$ cat config.mk
export PLATFORM = sky130hd
export DESIGN_NAME = poisson_table_inversion_sampler
export DESIGN_NICKNAME = d
export VERILOG_FILES = /design/src/rtl/ptis_pkg.sv /design/src/rtl/ptis_ram.sv /design/src/rtl/ptis_term_unit.sv /design/src/rtl/poisson_table_inversion_sampler.sv
export SDC_FILE = /design/constraint.sdc
export NUM_CORES = 2
export LEC_CHECK = 0
export BUFFER_PORTS_ARGS = -buffer_cell sky130_fd_sc_hd__buf_2
export CORE_UTILIZATION = 38
export CTS_CLUSTER_SIZE = 24
export DETAILED_ROUTE_END_ITERATION = 12
export GPL_TIMING_DRIVEN = 0
export SYNTH_ARGS = -nofsm -noshare
export SYNTH_HDL_FRONTEND = slang
export SYNTH_SLANG_ARGS = --single-unit
$ cat constraint.sdc
create_clock -name clock -period 32.4 [get_ports clock]
set_clock_uncertainty 0.15 [all_clocks]
set_input_delay 6.48 -clock clock [delete_from_list [all_inputs] [get_ports clock]]
set_output_delay 6.48 -clock clock [all_outputs]
set_load 0.02 [all_outputs]
$ cat src/rtl/ptis_pkg.sv
// Package for the Poisson table inversion sampler: widths, constants, types.
// No dependencies; used by the term unit, the top level and the checker.
package ptis_pkg;

   // Fixed-point formats
   localparam int PROB_BITS  = 32;   // probabilities and U, 0.PROB_BITS
   localparam int THETA_W    = 32;   // theta, unsigned Q4.28
   localparam int THETA_FRAC = 28;
   localparam int MODE_W     = THETA_W - THETA_FRAC;
   localparam int COUNT_W    = 6;

   // Threshold for starting the search near the mode: floor(0.458 * 2^PROB_BITS)
   localparam logic [PROB_BITS-1:0] HIGH_THRESH =
      PROB_BITS'((64'd458 << PROB_BITS) / 64'd1000);

   // Register map
   localparam int CSR_IDX_W = 2;
   localparam logic [CSR_IDX_W-1:0] CSR_RATE_PARAM = 2'd0;
   localparam logic [CSR_IDX_W-1:0] CSR_ZERO_PROB  = 2'd1;

   localparam logic [THETA_W-1:0]   RATE_RESET = 32'd268435456;
   localparam logic [PROB_BITS-1:0] ZERO_RESET = 32'd1580030169;

   // Term unit: product term*theta >> THETA_FRAC, then divided by k
   localparam int MULT_W        = PROB_BITS + THETA_W;
   localparam int PROD_W        = MULT_W - THETA_FRAC;
   localparam int DIV_DIGIT     = 8;   // quotient bits per divider cycle
   localparam int DIV_STEPS     = (PROD_W + DIV_DIGIT - 1) / DIV_DIGIT;
   localparam int QUOT_W        = DIV_STEPS * DIV_DIGIT;
   localparam int DIV_CNT_W     = (DIV_STEPS > 1) ? $clog2(DIV_STEPS) : 1;

   typedef logic [PROB_BITS-1:0] prob_type;

   typedef struct packed {
      logic                 start;
      logic [PROB_BITS-1:0] term;
      logic [THETA_W-1:0]   theta;
      logic [COUNT_W-1:0]   k;
   } term_req_type;

   typedef struct packed {
      logic                 done;
      logic [PROB_BITS-1:0] value;
   } term_rsp_type;

endpackage

$ cat src/rtl/ptis_ram.sv
// Generic single-write, single-read RAM with registered read data.
// No dependencies.
module ptis_ram #(
   parameter int WIDTH = 32,
   parameter int DEPTH = 35
) (
   input  logic                     clock,
   input  logic                     we,
   input  logic [$clog2(DEPTH)-1:0] waddr,
   input  logic [WIDTH-1:0]         wdata,
   input  logic                     re,
   input  logic [$clog2(DEPTH)-1:0] raddr,
   output logic [WIDTH-1:0]         rdata
);

   logic [WIDTH-1:0] mem_ff [DEPTH];
   logic [WIDTH-1:0] rdata_ff;

   always_ff @(posedge clock) begin
      if (we) begin
         mem_ff[waddr] <= wdata;
      end
      if (re) begin
         rdata_ff <= mem_ff[raddr];
      end
   end

   assign rdata = rdata_ff;

endmodule

$ cat src/rtl/ptis_term_unit.sv
// Shared term unit: next = sat(floor(term * theta / (k * 2^28))).
// Registers the product, then runs a radix-256 divider by the 6-bit k. Uses ptis_pkg.
module ptis_term_unit (
   input  logic                  clock,
   input  logic                  reset,
   input  ptis_pkg::term_req_type req,
   output ptis_pkg::term_rsp_type rsp
);

   typedef enum logic [3:0] {
      TU_IDLE = 4'b0001,
      TU_LOAD = 4'b0010,
      TU_DIV  = 4'b0100,
      TU_DONE = 4'b1000
   } tu_state_type;

   tu_state_type                      state_ff, state_in;
   logic [ptis_pkg::PROD_W-1:0]       prod_ff, prod_in;
   logic [ptis_pkg::COUNT_W-1:0]      k_ff, k_in;
   logic [ptis_pkg::QUOT_W-1:0]       quot_ff, quot_in;
   logic [ptis_pkg::COUNT_W-1:0]      rem_ff, rem_in;
   logic [ptis_pkg::DIV_CNT_W-1:0]    cnt_ff, cnt_in;
   logic [ptis_pkg::MULT_W-1:0]       full_prod;
   logic [ptis_pkg::QUOT_W-1:0]       quot_step;
   logic [ptis_pkg::COUNT_W-1:0]      rem_step;

   assign full_prod = ptis_pkg::MULT_W'(req.term) * ptis_pkg::MULT_W'(req.theta);

   // DIV_DIGIT restoring steps; remainder stays below k
   always_comb begin
      logic [ptis_pkg::COUNT_W:0]   trial;
      logic [ptis_pkg::COUNT_W-1:0] r;
      logic [ptis_pkg::QUOT_W-1:0]  q;
      r = rem_ff;
      q = quot_ff;
      for (int i = 0; i < ptis_pkg::DIV_DIGIT; i++) begin
         trial = {r, q[ptis_pkg::QUOT_W-1]};
         q     = {q[ptis_pkg::QUOT_W-2:0], 1'b0};
         if (trial >= {1'b0, k_ff}) begin
            trial = trial - {1'b0, k_ff};
            q[0]  = 1'b1;
         end
         r = trial[ptis_pkg::COUNT_W-1:0];
      end
      quot_step = q;
      rem_step  = r;
   end

   always_comb begin
      state_in = state_ff;
      prod_in  = prod_ff;
      k_in     = k_ff;
      quot_in  = quot_ff;
      rem_in   = rem_ff;
      cnt_in   = cnt_ff;
      unique case (state_ff)
         TU_IDLE: begin
            if (req.start) begin
               prod_in  = full_prod[ptis_pkg::MULT_W-1:ptis_pkg::THETA_FRAC];
               k_in     = req.k;
               state_in = TU_LOAD;
            end
         end
         TU_LOAD: begin
            quot_in  = ptis_pkg::QUOT_W'(prod_ff);
            rem_in   = '0;
            cnt_in   = '0;
            state_in = TU_DIV;
         end
         TU_DIV: begin
            quot_in = quot_step;
            rem_in  = rem_step;
            cnt_in  = cnt_ff + 1'b1;
            if (cnt_ff == ptis_pkg::DIV_CNT_W'(ptis_pkg::DIV_STEPS - 1)) begin
               state_in = TU_DONE;
            end
         end
         TU_DONE: begin
            state_in = TU_IDLE;
         end
         default: begin
            state_in = TU_IDLE;
         end
      endcase
   end

   always_ff @(posedge clock) begin
      if (reset) begin
         state_ff <= TU_IDLE;
      end else begin
         state_ff <= state_in;
      end
      prod_ff <= prod_in;
      k_ff    <= k_in;
      quot_ff <= quot_in;
      rem_ff  <= rem_in;
      cnt_ff  <= cnt_in;
   end

   assign rsp.done  = (state_ff == TU_DONE);
   assign rsp.value = (|quot_ff[ptis_pkg::QUOT_W-1:ptis_pkg::PROB_BITS]) ?
                      '1 : quot_ff[ptis_pkg::PROB_BITS-1:0];

endmodule

$ cat src/rtl/poisson_table_inversion_sampler.sv
// Poisson sampler by table inversion: top level with the sequencer and table state.
// Depends on ptis_pkg, ptis_ram and ptis_term_unit.
// Usage
//  - req_*: one transaction carries a uniform 0.32 fraction U. req_stall is high
//    while an item is in work; the block takes one item at a time.
//  - rsp_*: zero or one transaction per item, carrying the Poisson count.
//    U above the last entry of a full table gives no transaction; draw again.
//  - csr_*: register writes (index 0 theta Q4.28, index 1 exp(-theta)), taken
//    only while idle with req_valid low. A write to index 0 or 1 drops the cached table.
// Flow from acceptance to rsp_valid
//  - U <= exp(-theta): straight to ST_FINISH, which loads the output register.
//  - Hit in the cached table: the search walks entries from its start (RAM read
//    pipelined with the compare), then ST_FINISH.
//  - Each entry still to build runs on the shared term unit (multiply, load,
//    DIV_STEPS radix-256 divide steps, accumulate), up to TABLE_SIZE entries.
//  - The next item can be accepted in the cycle after the result is loaded.
// Reset (synchronous) restores the register defaults, empties the table and
// drops any pending result. While rsp_stall is high a finished result waits in
// the output register; a new item can be accepted, but its result is held in
// the sequencer until the output register frees up.
module poisson_table_inversion_sampler #(
   parameter int TABLE_SIZE = 35
) (
   input  logic                              clock,
   input  logic                              reset,
   // input channel
   input  logic                              req_valid,
   output logic                              req_stall,
   input  logic [ptis_pkg::PROB_BITS-1:0]    req_uniform_sample,
   // result channel
   output logic                              rsp_valid,
   input  logic                              rsp_stall,
   output logic [ptis_pkg::COUNT_W-1:0]      rsp_count,
   // configuration
   input  logic                              csr_valid,
   output logic                              csr_ready,
   input  logic [ptis_pkg::CSR_IDX_W-1:0]    csr_index,
   input  logic [31:0]                       csr_data
);

   localparam int ADDR_W = $clog2(TABLE_SIZE);

   typedef enum logic [4:0] {
      ST_IDLE   = 5'b00001,
      ST_SEARCH = 5'b00010,   // walk cached entries, one per cycle
      ST_BUILD  = 5'b00100,   // launch the term unit
      ST_WAIT   = 5'b01000,   // wait for the term, accumulate, store
      ST_FINISH = 5'b10000    // hand result to the output register
   } state_type;

   state_type                        state_ff, state_in;
   ptis_pkg::prob_type               u_ff, u_in;
   logic [ptis_pkg::COUNT_W-1:0]     k_ff, k_in;
   logic [ptis_pkg::COUNT_W-1:0]     res_ff, res_in;
   logic [ptis_pkg::COUNT_W-1:0]     level_ff, level_in;
   ptis_pkg::prob_type               last_term_ff, last_term_in;
   ptis_pkg::prob_type               running_sum_ff, running_sum_in;
   logic [ptis_pkg::THETA_W-1:0]     rate_ff, rate_in;
   ptis_pkg::prob_type               zero_ff, zero_in;
   logic                             rsp_valid_ff, rsp_valid_in;
   logic [ptis_pkg::COUNT_W-1:0]     rsp_count_ff, rsp_count_in;

   logic                             ram_we, ram_re;
   logic [ADDR_W-1:0]                ram_waddr, ram_raddr;
   ptis_pkg::prob_type               ram_wdata, ram_rdata;

   ptis_pkg::term_req_type           term_req;
   ptis_pkg::term_rsp_type           term_rsp;

   logic [ptis_pkg::MODE_W-1:0]      mode_w;
   logic [ptis_pkg::COUNT_W-1:0]     start_w, start_m1, k_m1;
   logic [ptis_pkg::PROB_BITS:0]     sum_wide;
   ptis_pkg::prob_type               sum_sat;
   logic                             table_full, k_last;

   // Cumulative table: entry K-1 holds F(K)
   ptis_ram #(
      .WIDTH (ptis_pkg::PROB_BITS),
      .DEPTH (TABLE_SIZE)
   ) u_table (
      .clock (clock),
      .we    (ram_we),
      .waddr (ram_waddr),
      .wdata (ram_wdata),
      .re    (ram_re),
      .raddr (ram_raddr),
      .rdata (ram_rdata)
   );

   ptis_term_unit u_term (
      .clock (clock),
      .reset (reset),
      .req   (term_req),
      .rsp   (term_rsp)
   );

   assign term_req.start = (state_ff == ST_BUILD);
   assign term_req.term  = last_term_ff;
   assign term_req.theta = rate_ff;
   assign term_req.k     = k_ff;

   // mode = max(1, floor theta); search start for large U = min(level, mode)
   assign mode_w  = (rate_ff[ptis_pkg::THETA_W-1:ptis_pkg::THETA_FRAC] == '0) ?
                    ptis_pkg::MODE_W'(1) :
                    rate_ff[ptis_pkg::THETA_W-1:ptis_pkg::THETA_FRAC];
   assign start_w = (req_uniform_sample > ptis_pkg::HIGH_THRESH) ?
                    ((level_ff < ptis_pkg::COUNT_W'(mode_w)) ?
                     level_ff : ptis_pkg::COUNT_W'(mode_w)) :
                    ptis_pkg::COUNT_W'(1);
   assign start_m1 = start_w - ptis_pkg::COUNT_W'(1);
   assign k_m1     = k_ff - ptis_pkg::COUNT_W'(1);

   // saturating running sum
   assign sum_wide = {1'b0, running_sum_ff} + {1'b0, term_rsp.value};
   assign sum_sat  = sum_wide[ptis_pkg::PROB_BITS] ? '1 :
                     sum_wide[ptis_pkg::PROB_BITS-1:0];

   assign table_full = (level_ff == ptis_pkg::COUNT_W'(TABLE_SIZE));
   assign k_last     = (k_ff == ptis_pkg::COUNT_W'(TABLE_SIZE));

   always_comb begin
      state_in       = state_ff;
      u_in           = u_ff;
      k_in           = k_ff;
      res_in         = res_ff;
      level_in       = level_ff;
      last_term_in   = last_term_ff;
      running_sum_in = running_sum_ff;
      rate_in        = rate_ff;
      zero_in        = zero_ff;
      rsp_valid_in   = rsp_valid_ff & rsp_stall;
      rsp_count_in   = rsp_count_ff;
      ram_we         = 1'b0;
      ram_waddr      = k_m1[ADDR_W-1:0];
      ram_wdata      = sum_sat;
      ram_re         = 1'b0;
      ram_raddr      = k_ff[ADDR_W-1:0];

      unique case (state_ff)
         ST_IDLE: begin
            if (req_valid) begin
               u_in = req_uniform_sample;
               if (req_uniform_sample <= zero_ff) begin
                  res_in   = '0;
                  state_in = ST_FINISH;
               end else if (level_ff != '0) begin
                  k_in      = start_w;
                  ram_re    = 1'b1;
                  ram_raddr = start_m1[ADDR_W-1:0];
                  state_in  = ST_SEARCH;
               end else begin
                  k_in     = ptis_pkg::COUNT_W'(1);
                  state_in = ST_BUILD;
               end
            end
         end
         ST_SEARCH: begin
            // ram_rdata holds F(k_ff)
            if (u_ff <= ram_rdata) begin
               res_in   = k_ff;
               state_in = ST_FINISH;
            end else if (k_ff == level_ff) begin
               if (table_full) begin
                  state_in = ST_IDLE;   // U beyond the table: no result
               end else begin
                  k_in     = k_ff + 1'b1;
                  state_in = ST_BUILD;
               end
            end else begin
               ram_re = 1'b1;           // address k_ff holds F(k_ff + 1)
               k_in   = k_ff + 1'b1;
            end
         end
         ST_BUILD: begin
            state_in = ST_WAIT;
         end
         ST_WAIT: begin
            if (term_rsp.done) begin
               ram_we         = 1'b1;
               last_term_in   = term_rsp.value;
               running_sum_in = sum_sat;
               level_in       = k_ff;
               if (u_ff <= sum_sat) begin
                  res_in   = k_ff;
                  state_in = ST_FINISH;
               end else if (k_last) begin
                  state_in = ST_IDLE;
               end else begin
                  k_in     = k_ff + 1'b1;
                  state_in = ST_BUILD;
               end
            end
         end
         ST_FINISH: begin
            if (!rsp_valid_ff || !rsp_stall) begin
               rsp_valid_in = 1'b1;
               rsp_count_in = res_ff;
               state_in     = ST_IDLE;
            end
         end
         default: begin
            state_in = ST_IDLE;
         end
      endcase

      // Register write; a write to index 0 or 1 drops the cached table
      if (csr_valid && csr_ready) begin
         unique case (csr_index)
            ptis_pkg::CSR_RATE_PARAM: begin
               rate_in        = csr_data[ptis_pkg::THETA_W-1:0];
               level_in       = '0;
               last_term_in   = zero_ff;
               running_sum_in = zero_ff;
            end
            ptis_pkg::CSR_ZERO_PROB: begin
               zero_in        = csr_data[ptis_pkg::PROB_BITS-1:0];
               level_in       = '0;
               last_term_in   = csr_data[ptis_pkg::PROB_BITS-1:0];
               running_sum_in = csr_data[ptis_pkg::PROB_BITS-1:0];
            end
            default: begin
            end
         endcase
      end
   end

   always_ff @(posedge clock) begin
      if (reset) begin
         state_ff       <= ST_IDLE;
         level_ff       <= '0;
         last_term_ff   <= ptis_pkg::ZERO_RESET;
         running_sum_ff <= ptis_pkg::ZERO_RESET;
         rate_ff        <= ptis_pkg::RATE_RESET;
         zero_ff        <= ptis_pkg::ZERO_RESET;
         rsp_valid_ff   <= 1'b0;
      end else begin
         state_ff       <= state_in;
         level_ff       <= level_in;
         last_term_ff   <= last_term_in;
         running_sum_ff <= running_sum_in;
         rate_ff        <= rate_in;
         zero_ff        <= zero_in;
         rsp_valid_ff   <= rsp_valid_in;
      end
      u_ff         <= u_in;
      k_ff         <= k_in;
      res_ff       <= res_in;
      rsp_count_ff <= rsp_count_in;
   end

   assign req_stall = (state_ff != ST_IDLE);
   // a write never lands in the same cycle as a new input transaction
   assign csr_ready = (state_ff == ST_IDLE) && !req_valid;
   assign rsp_valid = rsp_valid_ff;
   assign rsp_count = rsp_count_ff;

endmodule

# == After elaboration in Yosys (flattened, before gate mapping) ==
# Memories as Yosys holds them, arrays and structs flattened. A register that Yosys moved wholly into a read port is not among the register bits.
# Cells that the tools add are included.
# W data, S select, Z words.
# op_classes
addsub,13
multipliers,1
div,0
order_cmp,13
n_eq_ne,29
shift,0
n_mux,82
bitwise_logic,1
n_reduce_logical,22
# op_table
op,count
$mux W32,8
$mux W6,32
$pmux W32 S2,2
$le A32 B32 Y1,3
$pmux W40 S2,1
$mul A32 B32 Y64,1
$ge A7 B6 Y1,8
$sub A6 B6 Y6,8
$pmux W6 S3,2
$mux W5,7
$add A32 B32 Y33,1
$gt A32 B31 Y1 const B,1
$pmux W5 S5,1
$ne A2 B2 Y1 const B,11
$mux W1,19
$eq A6 B6 Y1 const B,2
$mux W4,3
$pmux W4 S3,1
$pmux W6 S2,1
$reduce_and A2 Y1,6
$sub A6 B1 Y6 const B,2
$mux W3,3
$reduce_and A8 Y1,1
$reduce_or A8 Y1,1
32 further kinds,36
# word_totals
reg_bits,285
latch_bits,0
mem_bits_rw,1120
mem_bits_ro,0
inputBits,71
out_inout_bits,9
word_cells,179
n_memories,1
# mem_list
memory,words,width,read_ports,rd_clocked_by_memory_dff,wr,line,rtl
u_table.mem_ff,35,32,1,1,1,ptis_ram.sv:16,logic [WIDTH-1:0] mem_ff [DEPTH];

# == Depth between registers and ports, before layout ==
# depth
word_depth,17
depth_mapped,76
mapped_depth_nobuf,74

# == Hierarchy ==
# From an unflattened synthesis, not the netlist that was laid out.
# hier_totals
cells_unflattened,8139
hier_area_um2,95494.1
# modules_own_cells
module,instances,cells_per_inst,area_per_inst_um2,seq_area_each_um2
ptis_ram,1,2383,44950.6,34593.2
ptis_term_unit,1,4211,37925.1,2812.7
poisson_table_inversion_sampler,1,1545,12618.4,4304.1

# == Worst setup path before layout ==
# Ideal clock, no wire load.
# synth_timing
path_kind,reg-to-reg
startpoint,register u_term.k_ff[1] (netlist name)
endpoint,register u_term.rem_ff[2] (netlist name) (data pin)
setup_ps,256
arrival_time_ps,15640
required_time_ps,31994
setup_slack_ps,16355
stages_incl_launch_ff,74
path_buffers,3
synth_period_minus_slack_ps,16045
path_cell_list,edfxtp_1 > inv_1 > ha_1 > and2b_1 > o211a_4 > nor3_1 > mux2i_1 > ha_1 > nor2b_1 > o31a_1 > o31a_1 > a211o_2 > buf_6 > mux2i_1 > inv_1 > ha_1 > o21ai_0 > a21o_1 > [38 not listed] > a21boi_0 > o21ai_0 > nand2b_1 > a211o_1 > nand2b_1 > nor4_2 > a21oi_1 > mux2i_1 > ha_1 > a21o_1 > a21o_1 > a21o_1 > a21oi_1 > o21ai_0 > a21o_1 > a2111o_1 > buf_6 > o211a_1
# synth_between
elab_chain_cells,17
elab_cells_between_ends,25
classes_between,add/sub (8); order compare (8); mux (9)
# synth_rtl
item,line,rtl
start: declaration,ptis_term_unit.sv:19,"logic [ptis_pkg::COUNT_W-1:0] k_ff, k_in;"
start signal: assignment,ptis_term_unit.sv:94,k_ff <= k_in;
$sub A6 B6 Y6 or $ge A7 B6 Y1 (tied branches),"ptis_term_unit.sv:40, ptis_term_unit.sv:39",
$mux W6,ptis_term_unit.sv:39,"if (trial >= {1'b0, k_ff}) begin"
$sub A6 B6 Y6 or $ge A7 B6 Y1 (tied branches),"ptis_term_unit.sv:40, ptis_term_unit.sv:39",
$mux W6,ptis_term_unit.sv:39,
$sub A6 B6 Y6 or $ge A7 B6 Y1 (tied branches),"ptis_term_unit.sv:40, ptis_term_unit.sv:39",
$mux W6,ptis_term_unit.sv:39,
$sub A6 B6 Y6 or $ge A7 B6 Y1 (tied branches),"ptis_term_unit.sv:40, ptis_term_unit.sv:39",
$mux W6,ptis_term_unit.sv:39,
$sub A6 B6 Y6 or $ge A7 B6 Y1 (tied branches),"ptis_term_unit.sv:40, ptis_term_unit.sv:39",
$mux W6,ptis_term_unit.sv:39,
$ge A7 B6 Y1 or $sub A6 B6 Y6 (tied branches),"ptis_term_unit.sv:39, ptis_term_unit.sv:40",
$mux W6,ptis_term_unit.sv:39,
$sub A6 B6 Y6 or $ge A7 B6 Y1 (tied branches),"ptis_term_unit.sv:40, ptis_term_unit.sv:39",
$mux W6,ptis_term_unit.sv:39,
$sub A6 B6 Y6 or $ge A7 B6 Y1 (tied branches),"ptis_term_unit.sv:40, ptis_term_unit.sv:39",
$mux W6 (*),ptis_term_unit.sv:39,
$pmux W6 S2 (*),ptis_term_unit.sv:56,unique case (state_ff)
end signal: assignment,ptis_term_unit.sv:96,rem_ff <= rem_in;
end: declaration,ptis_term_unit.sv:21,"logic [ptis_pkg::COUNT_W-1:0] rem_ff, rem_in;"
# Every way passes the cells marked *; elsewhere a longest branch is shown, timed or not.
# A chain may end at the register's enable or synchronous reset.

# == Final worst setup path ==
# Ends and elaborated chain as after synthesis.

==> reports/qor.txt <==
Setup Total Neg Slack -> 0 ns
# port buffers -> 77
switching portion of total power -> 0.3485
fraction of layout instances using a drive strength above 1 -> 0.07869
total track usage -> 0.2519
P&R area growth vs syn -> 11.50%
Peak VDD IR -> 0.04897 mV
Post-Route WL -> 314,400 um
Fmax -> 0.04956 GHz
worst skew pair latency -> 0.79 ns
reg-to-reg startpoint -> u_term.k_ff[1]$_DFFE_PP_
antenna violations before repair -> 58
ys async rst share -> 0
status -> finished clean
CP Capture Type -> register
Cell variety after synth -> 97
HP Start -> k_ff[4]$_DFFE_PP_
clk sinks -> 1,437
internal power -> 0.003610 W
Placer Congestion -> 1.010
Yosys top cell by area -> edfxtp_1
WL per Instance -> 26.83 um
combinational power share -> 0.324
vias in the first global route -> 64,310
Die Wd -> 500.5 um
total power draw -> 0.005541 W
worst slew pin tran -> 1.463 ns
main combinational cell family by area after synthesis -> adder cells
first-pass GRT wire length -> 453,600 um
largest net degree at the start of global routing -> 38
mux contribution to synthesized area -> 0.07417
Max Slew Vio Count -> 0
initial DRC count -> 7,483
Main synth FF type -> edfxtp_1
Yosys reg bits -> 1,437
top cells by area, synth -> edfxtp_1 (41%), fa_1 (19%), ha_1 (5.9%)
sw power -> 0.001931 W
post-cts resize count -> 0
Seq pwr share -> 0.390
Vias/cell -> 5.514
Std-Cell Rows -> 182
initial core utilization -> 0.3833
Slowest-stage cell, CP -> nor3_1
Crit Path Class -> reg2reg
CP max FO -> 11
layout net count -> 9,697
CTS max path bufs -> 3
CTS Root Cell -> clkbuf_16
placement-stage worst setup slack -> 12.44 ns
Critical Path Start -> u_term.k_ff[1]$_DFFE_PP_
Avg Cell Area, Syn -> 11.83 um^2
post-CTS setup buffer count -> 0
CTS tree -> yes
Worst path max stage delay -> 0.76 ns
area of the core -> 246,400 um^2
Pre-Repair DR Iteration Count -> 9
Final setup viols -> 0
Detail Route Antenna Nets -> 0
top-count cell post-synth -> edfxtp_1
Die ar. -> 250,500 um^2
power share of the clock group -> 0.287
H-Tree Depth -> 4
vias post-DR -> 64,620
Final Util -> 0.4273
PD cells -> 52.62 nW/um^2
Fin Hold WS -> 0.2946 ns
min cycle time layout -> 20.18 ns
most instantiated cells after synthesis -> edfxtp_1 (1,293), nand2_1 (1,198), inv_1 (1,110)
# DRC -> 0
yosys warns -> 0
Final HPWL DP -> 246,100 um
Synth Area in XOR/XNOR -> 0.008162
P_leak -> 41.88 nW
Slew HR -> 0.02236
I/O pin count -> 80
final worst path period share -> 0.6227
CP arrival -> 20.55 ns
clock slew at the register clock pins of the worst setup and hold paths -> 0.07 ns
CP Data Required Time -> 32.78 ns
Cells after Synth -> 7,985
overflow left after global routing -> 0
Hold WC Path Type -> reg2reg
Synthesized Nets -> 9,404
hold buffers post-CTS -> 0
Synth Area in Adders -> 0.2505
Hold Vio Cnt, Final -> 0
RSZ-0062 raised after global routing -> false
Post-Synthesis Cell Area -> 94,430 um^2
Synth top area share -> 0.4112
crit start category -> register
Die Y-Extent -> 500.5 um
Filler Cell Count -> 22,980
Setup WS post-layout -> 12.22 ns
EDFF count, synth -> 1,293
Synth Area in Simple Gates -> 0.1043
post-synthesis compound-gate area fraction -> 0.05949
CTS Buf Count -> 142
Max Cap Viol -> 0
sequential fraction of the synthesis area -> 0.4417
## cell families (layout without fill, tap and decap cells)
group,count (synthesis),in the layout
multiplexers,613,613
buffers and inverters,1527,1917
flip-flops,1437,1437
AND/OR/NAND/NOR,2144,2144
XOR/XNOR,88,88
AO/OA/AOI/OAI,828,828
adder cells (fa/ha/maj),1348,1348
other,0,32
## final timing paths
path / endpoint / slack [ns] / depth (start not counted)
hold reg to reg: u_term.k_ff[4]$_DFFE_PP_ / 0.29 / 0
hold / removal: u_term.k_ff[4]$_DFFE_PP_ / 0.29 / 0
setup / recovery: u_term.rem_ff[2]$_SDFFCE_PN0N_ / 12.22 / 73
setup reg to reg: u_term.rem_ff[2]$_SDFFCE_PN0N_ / 12.22 / 73
## sequential cells by signal, summed over array words and instances, names as in the netlist, 3 cells and up
register / cells
level_ff: 6
u_ff: 32
u_term.cnt_ff: 3
last_term_ff: 32
rate_ff: 32
u_table.rdata: 32
u_term.rem_ff: 6
zero_ff: 32
state_ff: 5
u_term.k_ff: 6
u_table.mem_ff: 1120
u_term.prod_ff: 36
running_sum_ff: 32
u_term.quot_ff: 40
rsp_count: 6
k_ff: 6
res_ff: 6
u_term.state_ff: 4
## power groups by stage
stage                     combinational [W]  clock (W)  sequential [W]
after floorplan                     0.00109          0         0.00217
after global placement              0.00170          0         0.00220
after detailed placement            0.00176          0         0.00220
after CTS                           0.00177    0.00160         0.00216
after global routing                0.00193    0.00167         0.00216
final                               0.00179    0.00159         0.00216
## per-layer routing
| metal | vias to the layer above | global-route usage | part of all wire |
|---|---|---|---|
| met5 | - | 0 | 0.00041 |
| met4 | 22 | 0.1080 | 0.047 |
| met3 | 581 | 0.06200 | 0.11 |
| met2 | 3317 | 0.3666 | 0.43 |
| met1 | 33100 | 0.3556 | 0.41 |
| li1 | 27600 | - | - |
## critical path: cells and delay by family, from the launching register on
kind	cells	cell delay [ns]
AOI/OAI and AO/OA	35	8.31
adders and majority gates	8	2.51
buffers and inverters	7	1.83
DFF	1	0.60
muxes	7	2.56
and+or+nand+nor	16	3.97
## area by class of cell
cell class | instances | area (um^2) | area share
repair buffers | 149 | 1863 | 0.01769
flip-flops and latches | 1437 | 41710 | 0.3961
multi-input cells | 5021 | 47350 | 0.4497
diodes | 32 | 80.08 | 0.0007605
plain buffers | 416 | 1659 | 0.01576
clock buffers | 180 | 3759 | 0.03570
well taps | 3312 | 4144 | 0.03936
inverters | 1111 | 4170 | 0.03961
clock inverters | 61 | 561.8 | 0.005336
## metrics by stage
step	cells	area (um^2)
after CTS	11680	105200
after global placement	11370	98960
after detailed placement	11440	100800
final	11720	105300
after global routing	11710	105300
after floorplan	7985	94430
## layout by cell type, fill, tap and decap left out, types with 32 or more instances in the layout
master,n
a211oi_1,46
a21o_1,88
a21oi_1,189
a221oi_1,40
a222oi_1,65
and2_1,283
buf_12,44
buf_2,136
clkbuf_1,374
clkbuf_16,144
dfxtp_1,144
diode_2,32
edfxtp_1,1293
fa_1,904
ha_1,444
inv_1,1107
mux2_2,74
mux2i_1,477
mux4_2,60
nand2_1,1187
nand2b_1,36
nand3_1,101
nand4_1,77
nor2_1,176
nor2_4,36
nor2b_1,40
nor3_1,44
o21a_1,45
o21ai_0,179
or2_2,42
xnor2_1,54
xor2_1,34
Note: power is estimated with default switching activity, not from simulation.
